[src/rtl/midi_step_sequencer_clock_top_assert.svh]
// assertion macros for the step sequencer lane
`ifndef MIDI_STEP_SEQUENCER_CLOCK_TOP_ASSERT_SVH
`define MIDI_STEP_SEQUENCER_CLOCK_TOP_ASSERT_SVH

// same-cycle implication, checked out of reset
`define MSSC_ASSERT_NOW(lbl, ante, cons, msg) \
	lbl: assert property (@(posedge clk) disable iff (!arst_n) (ante) |-> (cons)) \
		else $error(msg);

// condition that holds at every edge out of reset
`define MSSC_ASSERT_ALWAYS(lbl, cond, msg) \
	lbl: assert property (@(posedge clk) disable iff (!arst_n) (cond)) else $error(msg);

`endif

[src/rtl/mssc_pkg.sv]
`default_nettype none
package mssc_pkg;

	// default sizes
	localparam int MAX_STEPS_DEF = 16;
	localparam int PEND_DEPTH_DEF = 4;

	// field widths
	localparam int TIME_W = 32;
	localparam int BEAT_W = 24;
	localparam int CNT_W = 5;
	localparam int NOTE_W = 7;
	localparam int WHOLE_W = BEAT_W + CNT_W;
	localparam int CFG_AW = 4;
	localparam int CFG_DW = 32;

	// register reset values
	localparam logic [BEAT_W-1:0] BEAT_RST = BEAT_W'(24000);
	localparam logic [CNT_W-1:0] STEPS_RST = CNT_W'(4);
	localparam logic [CNT_W-1:0] DIV_RST = CNT_W'(4);

	// step table entry after reset
	localparam logic [NOTE_W-1:0] NOTE_RST = NOTE_W'(60);
	localparam logic [NOTE_W-1:0] LEVEL_RST = NOTE_W'(127);

	typedef enum logic [1:0] {
		OP_TICK = 2'd0,
		OP_RESYNC = 2'd1,
		OP_RESET = 2'd2,
		OP_WRITE = 2'd3
	} op_t;

	typedef enum logic [1:0] {
		REG_LANE_EN = 2'd0,
		REG_BEAT_PER = 2'd1,
		REG_STEP_CNT = 2'd2,
		REG_BEAT_DIV = 2'd3
	} cfg_reg_t;

	localparam logic EV_NOTE_ON = 1'b0;
	localparam logic EV_NOTE_OFF = 1'b1;

endpackage
`default_nettype wire

[src/rtl/midi_step_sequencer_clock_top.sv]
`default_nettype none
// One rhythm lane of a sample-clocked step sequencer. Requests come in on the
// in_valid/in_ready channel; note events leave through a one-entry output
// register on out_valid/out_ready. A tick with no step due passes through the
// mask and emit states and emits each due note-off in turn. A tick on a step
// time first makes two passes of the bit-serial divider, for step period and
// step slot, then reads the step table and queues the note-on of an enabled
// step. A resync makes three divider passes (two when beat period times beat
// divisor is zero), then sets the next step time. Reset and step-table writes
// complete in the idle state. The shared restoring divider, one quotient bit
// a cycle, serves ticks and resyncs; the emit state holds the next event back
// while the output register stays full. Configuration registers sit on an
// APB-style port at byte addresses 0, 4, 8 and 12.
module midi_step_sequencer_clock_top #(
	parameter int MAX_PATTERN_STEPS = mssc_pkg::MAX_STEPS_DEF,
	parameter int PENDING_DEPTH = mssc_pkg::PEND_DEPTH_DEF
) (
	input wire logic clk,
	input wire logic arst_n,
	// configuration port
	input wire logic psel,
	input wire logic penable,
	input wire logic pwrite,
	input wire logic [mssc_pkg::CFG_AW-1:0] paddr,
	input wire logic [mssc_pkg::CFG_DW-1:0] pwdata,
	output logic [mssc_pkg::CFG_DW-1:0] prdata,
	output logic pready,
	// request channel
	input wire logic in_valid,
	output logic in_ready,
	input wire logic [1:0] operation,
	input wire logic [3:0] step_index,
	input wire logic step_enable,
	input wire logic [mssc_pkg::NOTE_W-1:0] step_note,
	input wire logic [mssc_pkg::NOTE_W-1:0] step_level,
	// event channel
	output logic out_valid,
	input wire logic out_ready,
	output logic event_kind,
	output logic [mssc_pkg::NOTE_W-1:0] note,
	output logic [mssc_pkg::NOTE_W-1:0] velocity,
	output logic [mssc_pkg::TIME_W-1:0] event_time,
	output logic last,
	output logic overflow
);
	import mssc_pkg::*;

	localparam int SW = $clog2(MAX_PATTERN_STEPS + 1);
	localparam int IW = (MAX_PATTERN_STEPS > 1) ? $clog2(MAX_PATTERN_STEPS) : 1;
	localparam int PW = $clog2(PENDING_DEPTH + 1);
	localparam int PI = (PENDING_DEPTH > 1) ? $clog2(PENDING_DEPTH) : 1;
	localparam int DIV_W = SW + TIME_W;
	localparam int DCW = $clog2(DIV_W + 1);

	typedef enum logic [9:0] {
		S_IDLE = 10'b0000000001,
		S_RMOD = 10'b0000000010,
		S_RCEIL = 10'b0000000100,
		S_RPER = 10'b0000001000,
		S_RFIN = 10'b0000010000,
		S_TPER = 10'b0000100000,
		S_TSID = 10'b0001000000,
		S_TON = 10'b0010000000,
		S_MASK = 10'b0100000000,
		S_EMIT = 10'b1000000000
	} state_t;

	state_t state_q;

	// configuration registers
	logic lane_en_q;
	logic [BEAT_W-1:0] beat_per_q;
	logic [CNT_W-1:0] step_cnt_q;
	logic [CNT_W-1:0] beat_div_q;

	// sequencer state
	logic [TIME_W-1:0] st_q;
	logic [TIME_W-1:0] next_q;
	logic [SW-1:0] sp_q;
	logic [SW-1:0] sid_q;
	logic [TIME_W-1:0] period_q;
	logic [WHOLE_W-1:0] progress_q;

	// step table with reset-value valid bits
	logic [MAX_PATTERN_STEPS-1:0] tbl_vld_q;
	logic tbl_on_q [MAX_PATTERN_STEPS];
	logic [NOTE_W-1:0] tbl_note_q [MAX_PATTERN_STEPS];
	logic [NOTE_W-1:0] tbl_lvl_q [MAX_PATTERN_STEPS];

	// pending note-off queue, kept compacted
	logic [NOTE_W-1:0] pend_note_q [PENDING_DEPTH];
	logic [TIME_W-1:0] pend_due_q [PENDING_DEPTH];
	logic [PW-1:0] used_q;
	logic [PENDING_DEPTH-1:0] due_mask_q;

	// pending note-on
	logic on_pend_q;
	logic on_ovf_q;
	logic [NOTE_W-1:0] on_note_q;
	logic [NOTE_W-1:0] on_lvl_q;

	// serial divider
	logic [DIV_W-1:0] div_num_q;
	logic [WHOLE_W-1:0] div_rem_q;
	logic [WHOLE_W-1:0] div_den_q;
	logic [DCW-1:0] div_cnt_q;
	logic div_go;
	logic [DIV_W-1:0] div_n;
	logic [WHOLE_W-1:0] div_d;
	logic [WHOLE_W:0] div_tmp;
	logic div_ge;

	// output register
	logic out_vld_q;
	logic kind_q;
	logic [NOTE_W-1:0] note_q;
	logic [NOTE_W-1:0] vel_q;
	logic [TIME_W-1:0] time_q;
	logic last_q;
	logic ovf_q;

	logic [7:0] eff8;
	logic [SW-1:0] eff;
	logic [WHOLE_W-1:0] whole;
	logic cfg_wr;
	logic [IW-1:0] rd_idx;
	logic rd_on;
	logic [NOTE_W-1:0] rd_note;
	logic [NOTE_W-1:0] rd_lvl;
	logic [PI-1:0] k_idx;
	logic [PENDING_DEPTH-1:0] rest_mask;
	logic [PENDING_DEPTH-1:0] shift_mask;
	logic can_load;
	logic out_load;
	logic [SW:0] sid_inc;

	// derived pattern quantities
	always_comb begin
		if (step_cnt_q == '0) begin
			eff8 = 8'd1;
		end else if (8'(step_cnt_q) > 8'(MAX_PATTERN_STEPS)) begin
			eff8 = 8'(MAX_PATTERN_STEPS);
		end else begin
			eff8 = 8'(step_cnt_q);
		end
	end
	assign eff = eff8[SW-1:0];
	assign whole = WHOLE_W'(beat_per_q) * WHOLE_W'(beat_div_q);
	assign sid_inc = (SW+1)'(sid_q) + 1'b1;

	// step table read
	assign rd_idx = sid_q[IW-1:0];
	assign rd_on = tbl_vld_q[rd_idx] ? tbl_on_q[rd_idx] : 1'b1;
	assign rd_note = tbl_vld_q[rd_idx] ? tbl_note_q[rd_idx] : NOTE_RST;
	assign rd_lvl = tbl_vld_q[rd_idx] ? tbl_lvl_q[rd_idx] : LEVEL_RST;

	// lowest due entry and the mask after its removal
	always_comb begin
		k_idx = '0;
		for (int j = PENDING_DEPTH - 1; j >= 0; j--) begin
			if (due_mask_q[j]) begin
				k_idx = PI'(j);
			end
		end
		for (int j = 0; j < PENDING_DEPTH; j++) begin
			if (j < int'(k_idx)) begin
				shift_mask[j] = due_mask_q[j];
			end else if (j < PENDING_DEPTH - 1) begin
				shift_mask[j] = due_mask_q[j+1];
			end else begin
				shift_mask[j] = 1'b0;
			end
		end
		rest_mask = shift_mask;
	end

	assign can_load = !out_vld_q || out_ready;

	// an event enters the output register
	assign out_load = (state_q == S_EMIT) && can_load
		&& (on_pend_q || (lane_en_q && due_mask_q != '0));

	// divider step and operand selection
	assign div_tmp = {div_rem_q, div_num_q[DIV_W-1]};
	assign div_ge = div_tmp >= {1'b0, div_den_q};

	always_comb begin
		div_go = 1'b0;
		div_n = '0;
		div_d = '0;
		case (state_q)
			S_IDLE: begin
				if (in_valid && op_t'(operation) == OP_RESYNC) begin
					div_go = 1'b1;
					if (whole != '0) begin
						div_n = DIV_W'(st_q);
						div_d = whole;
					end else begin
						div_n = DIV_W'(whole);
						div_d = WHOLE_W'(eff);
					end
				end else if (in_valid && op_t'(operation) == OP_TICK && lane_en_q
						&& next_q == st_q) begin
					div_go = 1'b1;
					div_n = DIV_W'(whole);
					div_d = WHOLE_W'(eff);
				end
			end
			S_RMOD: begin
				div_go = div_cnt_q == '0;
				div_n = DIV_W'(eff) * DIV_W'(div_rem_q) + DIV_W'(whole) - 1'b1;
				div_d = whole;
			end
			S_RCEIL: begin
				div_go = div_cnt_q == '0;
				div_n = DIV_W'(whole);
				div_d = WHOLE_W'(eff);
			end
			S_TPER: begin
				div_go = div_cnt_q == '0;
				div_n = DIV_W'(sp_q);
				div_d = WHOLE_W'(eff);
			end
			default: begin
				div_go = 1'b0;
			end
		endcase
	end

	// bit-serial restoring divider
	always_ff @(posedge clk or negedge arst_n) begin
		if (!arst_n) begin
			div_cnt_q <= '0;
		end else if (div_go) begin
			div_cnt_q <= DCW'(DIV_W);
		end else if (div_cnt_q != '0) begin
			div_cnt_q <= div_cnt_q - 1'b1;
		end
	end

	always_ff @(posedge clk) begin
		if (div_go) begin
			div_num_q <= div_n;
			div_rem_q <= '0;
			div_den_q <= div_d;
		end else if (div_cnt_q != '0) begin
			div_num_q <= {div_num_q[DIV_W-2:0], div_ge};
			div_rem_q <= div_ge ? WHOLE_W'(div_tmp - {1'b0, div_den_q}) : WHOLE_W'(div_tmp);
		end
	end

	// configuration port
	assign pready = 1'b1;
	assign cfg_wr = psel && penable && pwrite;

	always_ff @(posedge clk or negedge arst_n) begin
		if (!arst_n) begin
			lane_en_q <= 1'b1;
			beat_per_q <= BEAT_RST;
			step_cnt_q <= STEPS_RST;
			beat_div_q <= DIV_RST;
		end else if (cfg_wr) begin
			case (cfg_reg_t'(paddr[3:2]))
				REG_LANE_EN: lane_en_q <= pwdata[0];
				REG_BEAT_PER: beat_per_q <= pwdata[BEAT_W-1:0];
				REG_STEP_CNT: step_cnt_q <= pwdata[CNT_W-1:0];
				REG_BEAT_DIV: beat_div_q <= pwdata[CNT_W-1:0];
				default: lane_en_q <= lane_en_q;
			endcase
		end
	end

	always_comb begin
		case (cfg_reg_t'(paddr[3:2]))
			REG_LANE_EN: prdata = CFG_DW'(lane_en_q);
			REG_BEAT_PER: prdata = CFG_DW'(beat_per_q);
			REG_STEP_CNT: prdata = CFG_DW'(step_cnt_q);
			REG_BEAT_DIV: prdata = CFG_DW'(beat_div_q);
			default: prdata = '0;
		endcase
	end

	// output register valid
	always_ff @(posedge clk or negedge arst_n) begin
		if (!arst_n) begin
			out_vld_q <= 1'b0;
		end else if (out_load) begin
			out_vld_q <= 1'b1;
		end else if (out_ready) begin
			out_vld_q <= 1'b0;
		end
	end

	// sequencer control
	always_ff @(posedge clk or negedge arst_n) begin
		if (!arst_n) begin
			state_q <= S_IDLE;
			st_q <= '0;
			next_q <= '0;
			sp_q <= '0;
			used_q <= '0;
			due_mask_q <= '0;
			on_pend_q <= 1'b0;
			tbl_vld_q <= '0;
		end else begin
			case (state_q)
				S_IDLE: begin
					if (in_valid) begin
						case (op_t'(operation))
							OP_RESYNC: begin
								if (whole != '0) begin
									state_q <= S_RMOD;
								end else begin
									progress_q <= '0;
									state_q <= S_RCEIL;
								end
							end
							OP_RESET: begin
								st_q <= '0;
								next_q <= '0;
								sp_q <= '0;
								used_q <= '0;
							end
							OP_WRITE: begin
								if (int'(step_index) < MAX_PATTERN_STEPS) begin
									tbl_vld_q[IW'(step_index)] <= 1'b1;
									tbl_on_q[IW'(step_index)] <= step_enable;
									tbl_note_q[IW'(step_index)] <= step_note;
									tbl_lvl_q[IW'(step_index)] <= step_level;
								end
							end
							default: begin
								if (lane_en_q && next_q == st_q) begin
									state_q <= S_TPER;
								end else begin
									state_q <= S_MASK;
								end
							end
						endcase
					end
				end
				S_RMOD: begin
					if (div_cnt_q == '0) begin
						progress_q <= div_rem_q;
						state_q <= S_RCEIL;
					end
				end
				S_RCEIL: begin
					// when whole and progress are both zero the pointer keeps its value
					if (div_cnt_q == '0) begin
						if (progress_q != '0 || whole != '0) begin
							sp_q <= div_num_q[SW-1:0];
						end
						state_q <= S_RPER;
					end
				end
				S_RPER: begin
					if (div_cnt_q == '0) begin
						period_q <= TIME_W'(div_num_q);
						state_q <= S_RFIN;
					end
				end
				S_RFIN: begin
					next_q <= st_q - TIME_W'(progress_q) + TIME_W'(TIME_W'(sp_q) * period_q);
					state_q <= S_IDLE;
				end
				S_TPER: begin
					if (div_cnt_q == '0) begin
						period_q <= TIME_W'(div_num_q);
						state_q <= S_TSID;
					end
				end
				S_TSID: begin
					if (div_cnt_q == '0) begin
						sid_q <= div_rem_q[SW-1:0];
						state_q <= S_TON;
					end
				end
				S_TON: begin
					// note-on and its queued note-off
					if (rd_on) begin
						on_pend_q <= 1'b1;
						on_note_q <= rd_note;
						on_lvl_q <= rd_lvl;
						on_ovf_q <= !(int'(used_q) < PENDING_DEPTH);
						for (int j = 0; j < PENDING_DEPTH; j++) begin
							if (PW'(j) == used_q) begin
								pend_note_q[j] <= rd_note;
								pend_due_q[j] <= st_q + (period_q >> 2);
							end
						end
						if (int'(used_q) < PENDING_DEPTH) begin
							used_q <= used_q + 1'b1;
						end
					end
					next_q <= st_q + period_q;
					sp_q <= (sid_inc == (SW+1)'(eff)) ? '0 : sid_inc[SW-1:0];
					state_q <= S_MASK;
				end
				S_MASK: begin
					for (int j = 0; j < PENDING_DEPTH; j++) begin
						due_mask_q[j] <= (j < int'(used_q)) && (pend_due_q[j] == st_q);
					end
					state_q <= S_EMIT;
				end
				S_EMIT: begin
					if (on_pend_q) begin
						if (can_load) begin
							kind_q <= EV_NOTE_ON;
							note_q <= on_note_q;
							vel_q <= on_lvl_q;
							time_q <= st_q;
							last_q <= due_mask_q == '0;
							ovf_q <= on_ovf_q;
							on_pend_q <= 1'b0;
						end
					end else if (due_mask_q != '0) begin
						if (!lane_en_q || can_load) begin
							if (lane_en_q) begin
								kind_q <= EV_NOTE_OFF;
								note_q <= pend_note_q[k_idx];
								vel_q <= '0;
								time_q <= st_q;
								last_q <= rest_mask == '0;
								ovf_q <= 1'b0;
							end
							// remove the entry and close the gap
							for (int j = 0; j < PENDING_DEPTH - 1; j++) begin
								if (j >= int'(k_idx)) begin
									pend_note_q[j] <= pend_note_q[j+1];
									pend_due_q[j] <= pend_due_q[j+1];
								end
							end
							due_mask_q <= shift_mask;
							used_q <= used_q - 1'b1;
						end
					end else begin
						st_q <= st_q + 1'b1;
						state_q <= S_IDLE;
					end
				end
				default: begin
					state_q <= S_IDLE;
				end
			endcase
		end
	end

	assign in_ready = state_q == S_IDLE;
	assign out_valid = out_vld_q;
	assign event_kind = kind_q;
	assign note = note_q;
	assign velocity = vel_q;
	assign event_time = time_q;
	assign last = last_q;
	assign overflow = ovf_q;

	`include "midi_step_sequencer_clock_top_assert.svh"

	`MSSC_ASSERT_ALWAYS(a_state_onehot, $onehot(state_q), "state not one-hot")
	`MSSC_ASSERT_ALWAYS(a_used_bound, int'(used_q) <= PENDING_DEPTH, "queue overfilled")
	`MSSC_ASSERT_NOW(a_mask_in_use, state_q == S_EMIT,
		(due_mask_q >> used_q) == '0, "due mask beyond queue fill")
	`MSSC_ASSERT_NOW(a_out_from_emit, $rose(out_vld_q), $past(state_q == S_EMIT),
		"event loaded outside emit")

endmodule
`default_nettype wire
[config.mk]
export PLATFORM = sky130hd
export DESIGN_NAME = midi_step_sequencer_clock_top
export DESIGN_NICKNAME = d
export VERILOG_FILES = /design/src/rtl/mssc_pkg.sv /design/src/rtl/midi_step_sequencer_clock_top.sv
export VERILOG_INCLUDE_DIRS = /design/src /design/src/rtl
export SDC_FILE = /design/constraint.sdc
export NUM_CORES = 2
export LEC_CHECK = 0
export BUFFER_PORTS_ARGS = -buffer_cell sky130_fd_sc_hd__buf_4
export CAP_MARGIN = 30
export CORE_MARGIN = 3
export CORE_UTILIZATION = 30
export CTS_CLUSTER_SIZE = 28
export DETAILED_ROUTE_END_ITERATION = 8
export GPL_ROUTABILITY_DRIVEN = 0
export HOLD_SLACK_MARGIN = 0.1
export PLACE_DENSITY = 0.51
export SETUP_SLACK_MARGIN = 0.05
export SYNTH_ARGS = -nofsm -noshare
export SYNTH_HDL_FRONTEND = slang
export SYNTH_SLANG_ARGS = --single-unit
[constraint.sdc]
create_clock -name clk -period 11.27 [get_ports clk]
set_clock_uncertainty 0.15 [all_clocks]
set_input_delay 1.127 -clock clk [delete_from_list [all_inputs] [get_ports clk]]
set_output_delay 1.127 -clock clk [all_outputs]
set_load 0.05 [all_outputs]
==> metrics.txt <==
Worst Reg-to-Reg Cells=25; R2R Path Start=beat_div_q[3]; list of most frequent post-synthesis cells=edfxtp_1 (592), nand2_1 (590), inv_1 (416); Final Hold Fails=0; Ys Warns=0; Post-CTS Repair Setup Buffers=0; top post-synthesis cells by area=edfxtp_1 (33%), fa_1 (12%), dfrtp_1 (6.3%); GRT overflow=0; internal cell power=a little over 8 mW; H-tree Lvls=3; vias=37331; Flop pwr share=a little under a quarter; WL final=156700 microns; CTS root buffer=clkbuf_16; FP Rows=154; final setup TNS=0 ns; RSZ-0062 raised after global routing=false; Cell Area, Synth=between 50000 and 60000 sq um; DIE WIDTH=~430 microns; Peak Freq=118.6 MHz; Yosys top cell area share=33.36%; final setup fails=0; CTS tree=built; Worst Path Required=~12 ns; Layout fillers=~18000; hold bufs inserted after CTS=0; R2R Path End=div_num_q[34]; vias in the first global route=approximately 38000; # IOs=148; die area=182700 sq um; Num CTS Buffers=94; leak pwr=between 20 and 25 nW; clk_lat worst skew=roughly 0.75 ns; Resize count post-CTS=0; clock slew at reported path FFs=0.06 ns; die height=427.5 microns; largest net degree at the start of global routing=93; crit start category=flip-flop; Slew Limit Fails=0; Worst slew margin=27.23%; Comb power frac=55.2%; total track usage=roughly 17%; deepest clock path buffer count=3; cell count after synthesis=between 4000 and 5000; Psw=just over 6 mW; number of synthesized flops with an enable pin=roughly 590; drt via density=between 5 and 6; per-cell routed wire length=between 20 and 25 microns; Worst-Margin Slew=between 1 and 1.5 ns; Mapped Avg Cell Area=between 10 and 15 sq um; asr flop ratio synth=a little under a fifth; CP arrival=between 8 and 9 ns; max-cap viol count=0; CP endpoint kind=flip-flop; Worst VDD drop=between 0.3 and 0.4 mV; setup slack, reg-to-reg=2.84 ns; final worst path period need=approximately 8.4 ns; DRC viols=0; total power=about 14 mW; Final Net Count=5644; DRT antenna net count=0; sequential share of the synthesized area=41.44%; Net Sw Frac=a little over two fifths; top_reg_cell synth=edfxtp_1; PortBufs=roughly 130; Distinct cells, synth=90; P per Cell Area=around 240 nW/um^2; critical path peak fanout=26; drt first pass iters=8; drt first-iter violations=around 2600; Synth Register Bits=slightly below 800; proportion of layout cells with a drive suffix above 1=12.02%; HP Class=in2async; CP startpoint=beat_div_q[3]; fin crit share=74.84%; initial antenna violation count=2; first-pass GRT wire length=approximately 240000 microns; status=complete, no violations; most area-hungry cell type in the Yosys netlist=edfxtp_1; WS Path Type=reg2reg; clock sinks=770; most common cell in the netlist=edfxtp_1; Clock power frac=21.1%; DP Wirelength=~120000 microns; core box area=around 180000 sq um; Initial Utilization=between 30% and 40%; Syn-to-layout area delta=13.10%
how the worst max path moves through the flow:
stage	to	slack [ns]	depth (start not counted)
after floorplan	pend_due_q[0][0]	2.70	12
after global placement	div_num_q[34]	2.85	25
after detailed placement	div_num_q[34]	2.88	25
after CTS	div_num_q[34]	2.79	25
after global routing	div_num_q[34]	2.33	25
final	div_num_q[34]	2.84	25
placed cells by master, fill, tap and decap left out, drive strengths merged, types with 26 or more instances in the layout:
master,count
mux2i,29
ha,255
edfxtp,592
or2,26
nor3,61
a22oi,28
mux2,67
a21oi,248
mux4,87
inv,422
dfrtp,134
xnor2,241
nor2,235
o21ai,182
nand2b,36
clkbuf,113
fa,321
and3,32
nand3,72
nor4,38
xor2,108
nor2b,30
a211oi,27
a31oi,26
nand2,590
dfxtp,33
o221ai,29
a21o,135
and2,205
o21a,36
buf,236
nand4,58
clkinv,47
worst max-delay path: stages (launching register included):
cell and delay [ns]:
dfrtp_1 0.81, and2_1 0.25, fa_1 0.43, fa_1 0.49, inv_1 0.05, fa_1 0.48, inv_1 0.05, ha_1 0.35
a21oi_1 0.14, o21ai_0 0.49, a211oi_1 0.14, a211oi_1 0.37, a31oi_1 0.16, xnor2_1 0.73, fa_1 0.55, ha_1 0.36
o2111ai_1 0.28, nor3_1 0.14, nand4b_1 0.11, nand2_1 0.05, a41oi_1 0.41, o311ai_0 0.25, o41ai_1 0.45, o21ai_0 0.20
xnor2_1 0.15, o21ai_0 0.08
cells by family (layout without fill, tap and decap cells):
kind of cell,after synthesis,in the layout,share of synthesized area [%]
buffers and inverters,664,832,4.816
other,2,10,0.01409
multiplexers,183,183,5.638
adder cells (fa/ha/maj),576,576,18.05
AND/OR/NAND/NOR,1453,1453,13.11
flip-flops,770,770,41.44
XOR/XNOR,349,349,5.736
AO/OA/AOI/OAI,913,913,11.21
registers in the layout, summed over array words and instances, names as in the netlist, 6 cells and up, named ones only:
signal       flops
event_time      32
period_q        32
note             7
div_num_q       37
progress_q      29
state_q         10
beat_per_q      24
pend_note_q     28
st_q            32
on_note_q        7
tbl_on_q        16
on_lvl_q         7
div_den_q       29
next_q          32
tbl_note_q     112
div_rem_q       29
tbl_vld_q       16
velocity         7
pend_due_q     128
div_cnt_q        6
tbl_lvl_q      112
routing by layer:
layer	share of wire (%)	global-route usage [%]	vias to the layer above
met4	2.0	3.715	0
met5	0	0	-
met1	47	23.61	18960
met2	48	28.48	788
met3	3.8	2.092	181
li1	-	-	17402
area by class of cell:
type / instances / area (sq um) / share of cell area, %
Inverter: 419 / 1573 / 2.610
Antenna cell: 1 / 2.502 / 0.004152
Clock inverter: 64 / 609.3 / 1.011
Multi-Input combinational cell: 3483 / 28800 / 47.79
Sequential cell: 770 / 22080 / 36.64
Clock buffer: 113 / 2487 / 4.127
Timing Repair Buffer: 236 / 1785 / 2.963
Tap cell: 2340 / 2928 / 4.858
power by group through the flow:
stage	registers [mW]	logic, mW	clock network (mW)
finish	3.39	7.92	3.03
global placement	3.45	7.83	0
CTS	3.40	7.91	3.10
detailed placement	3.45	7.88	0
floorplan	3.30	6.02	0
global route	3.41	8.89	3.22
stage by stage:
step	worst slack (ns)	hold slack, ns	utilization (%)	instance area, sq um	cells
after floorplan	2.701	0.2708	-	53310	4917
after global placement	2.855	0.2785	32.41	57150	7245
after detailed placement	2.877	0.2811	32.42	57160	7247
after CTS	2.785	0.1956	34.18	60260	7424
after global routing	2.325	0.2143	34.18	60260	7425
final	2.835	0.2199	34.18	60270	7426
(Power assumes the default switching activity.)
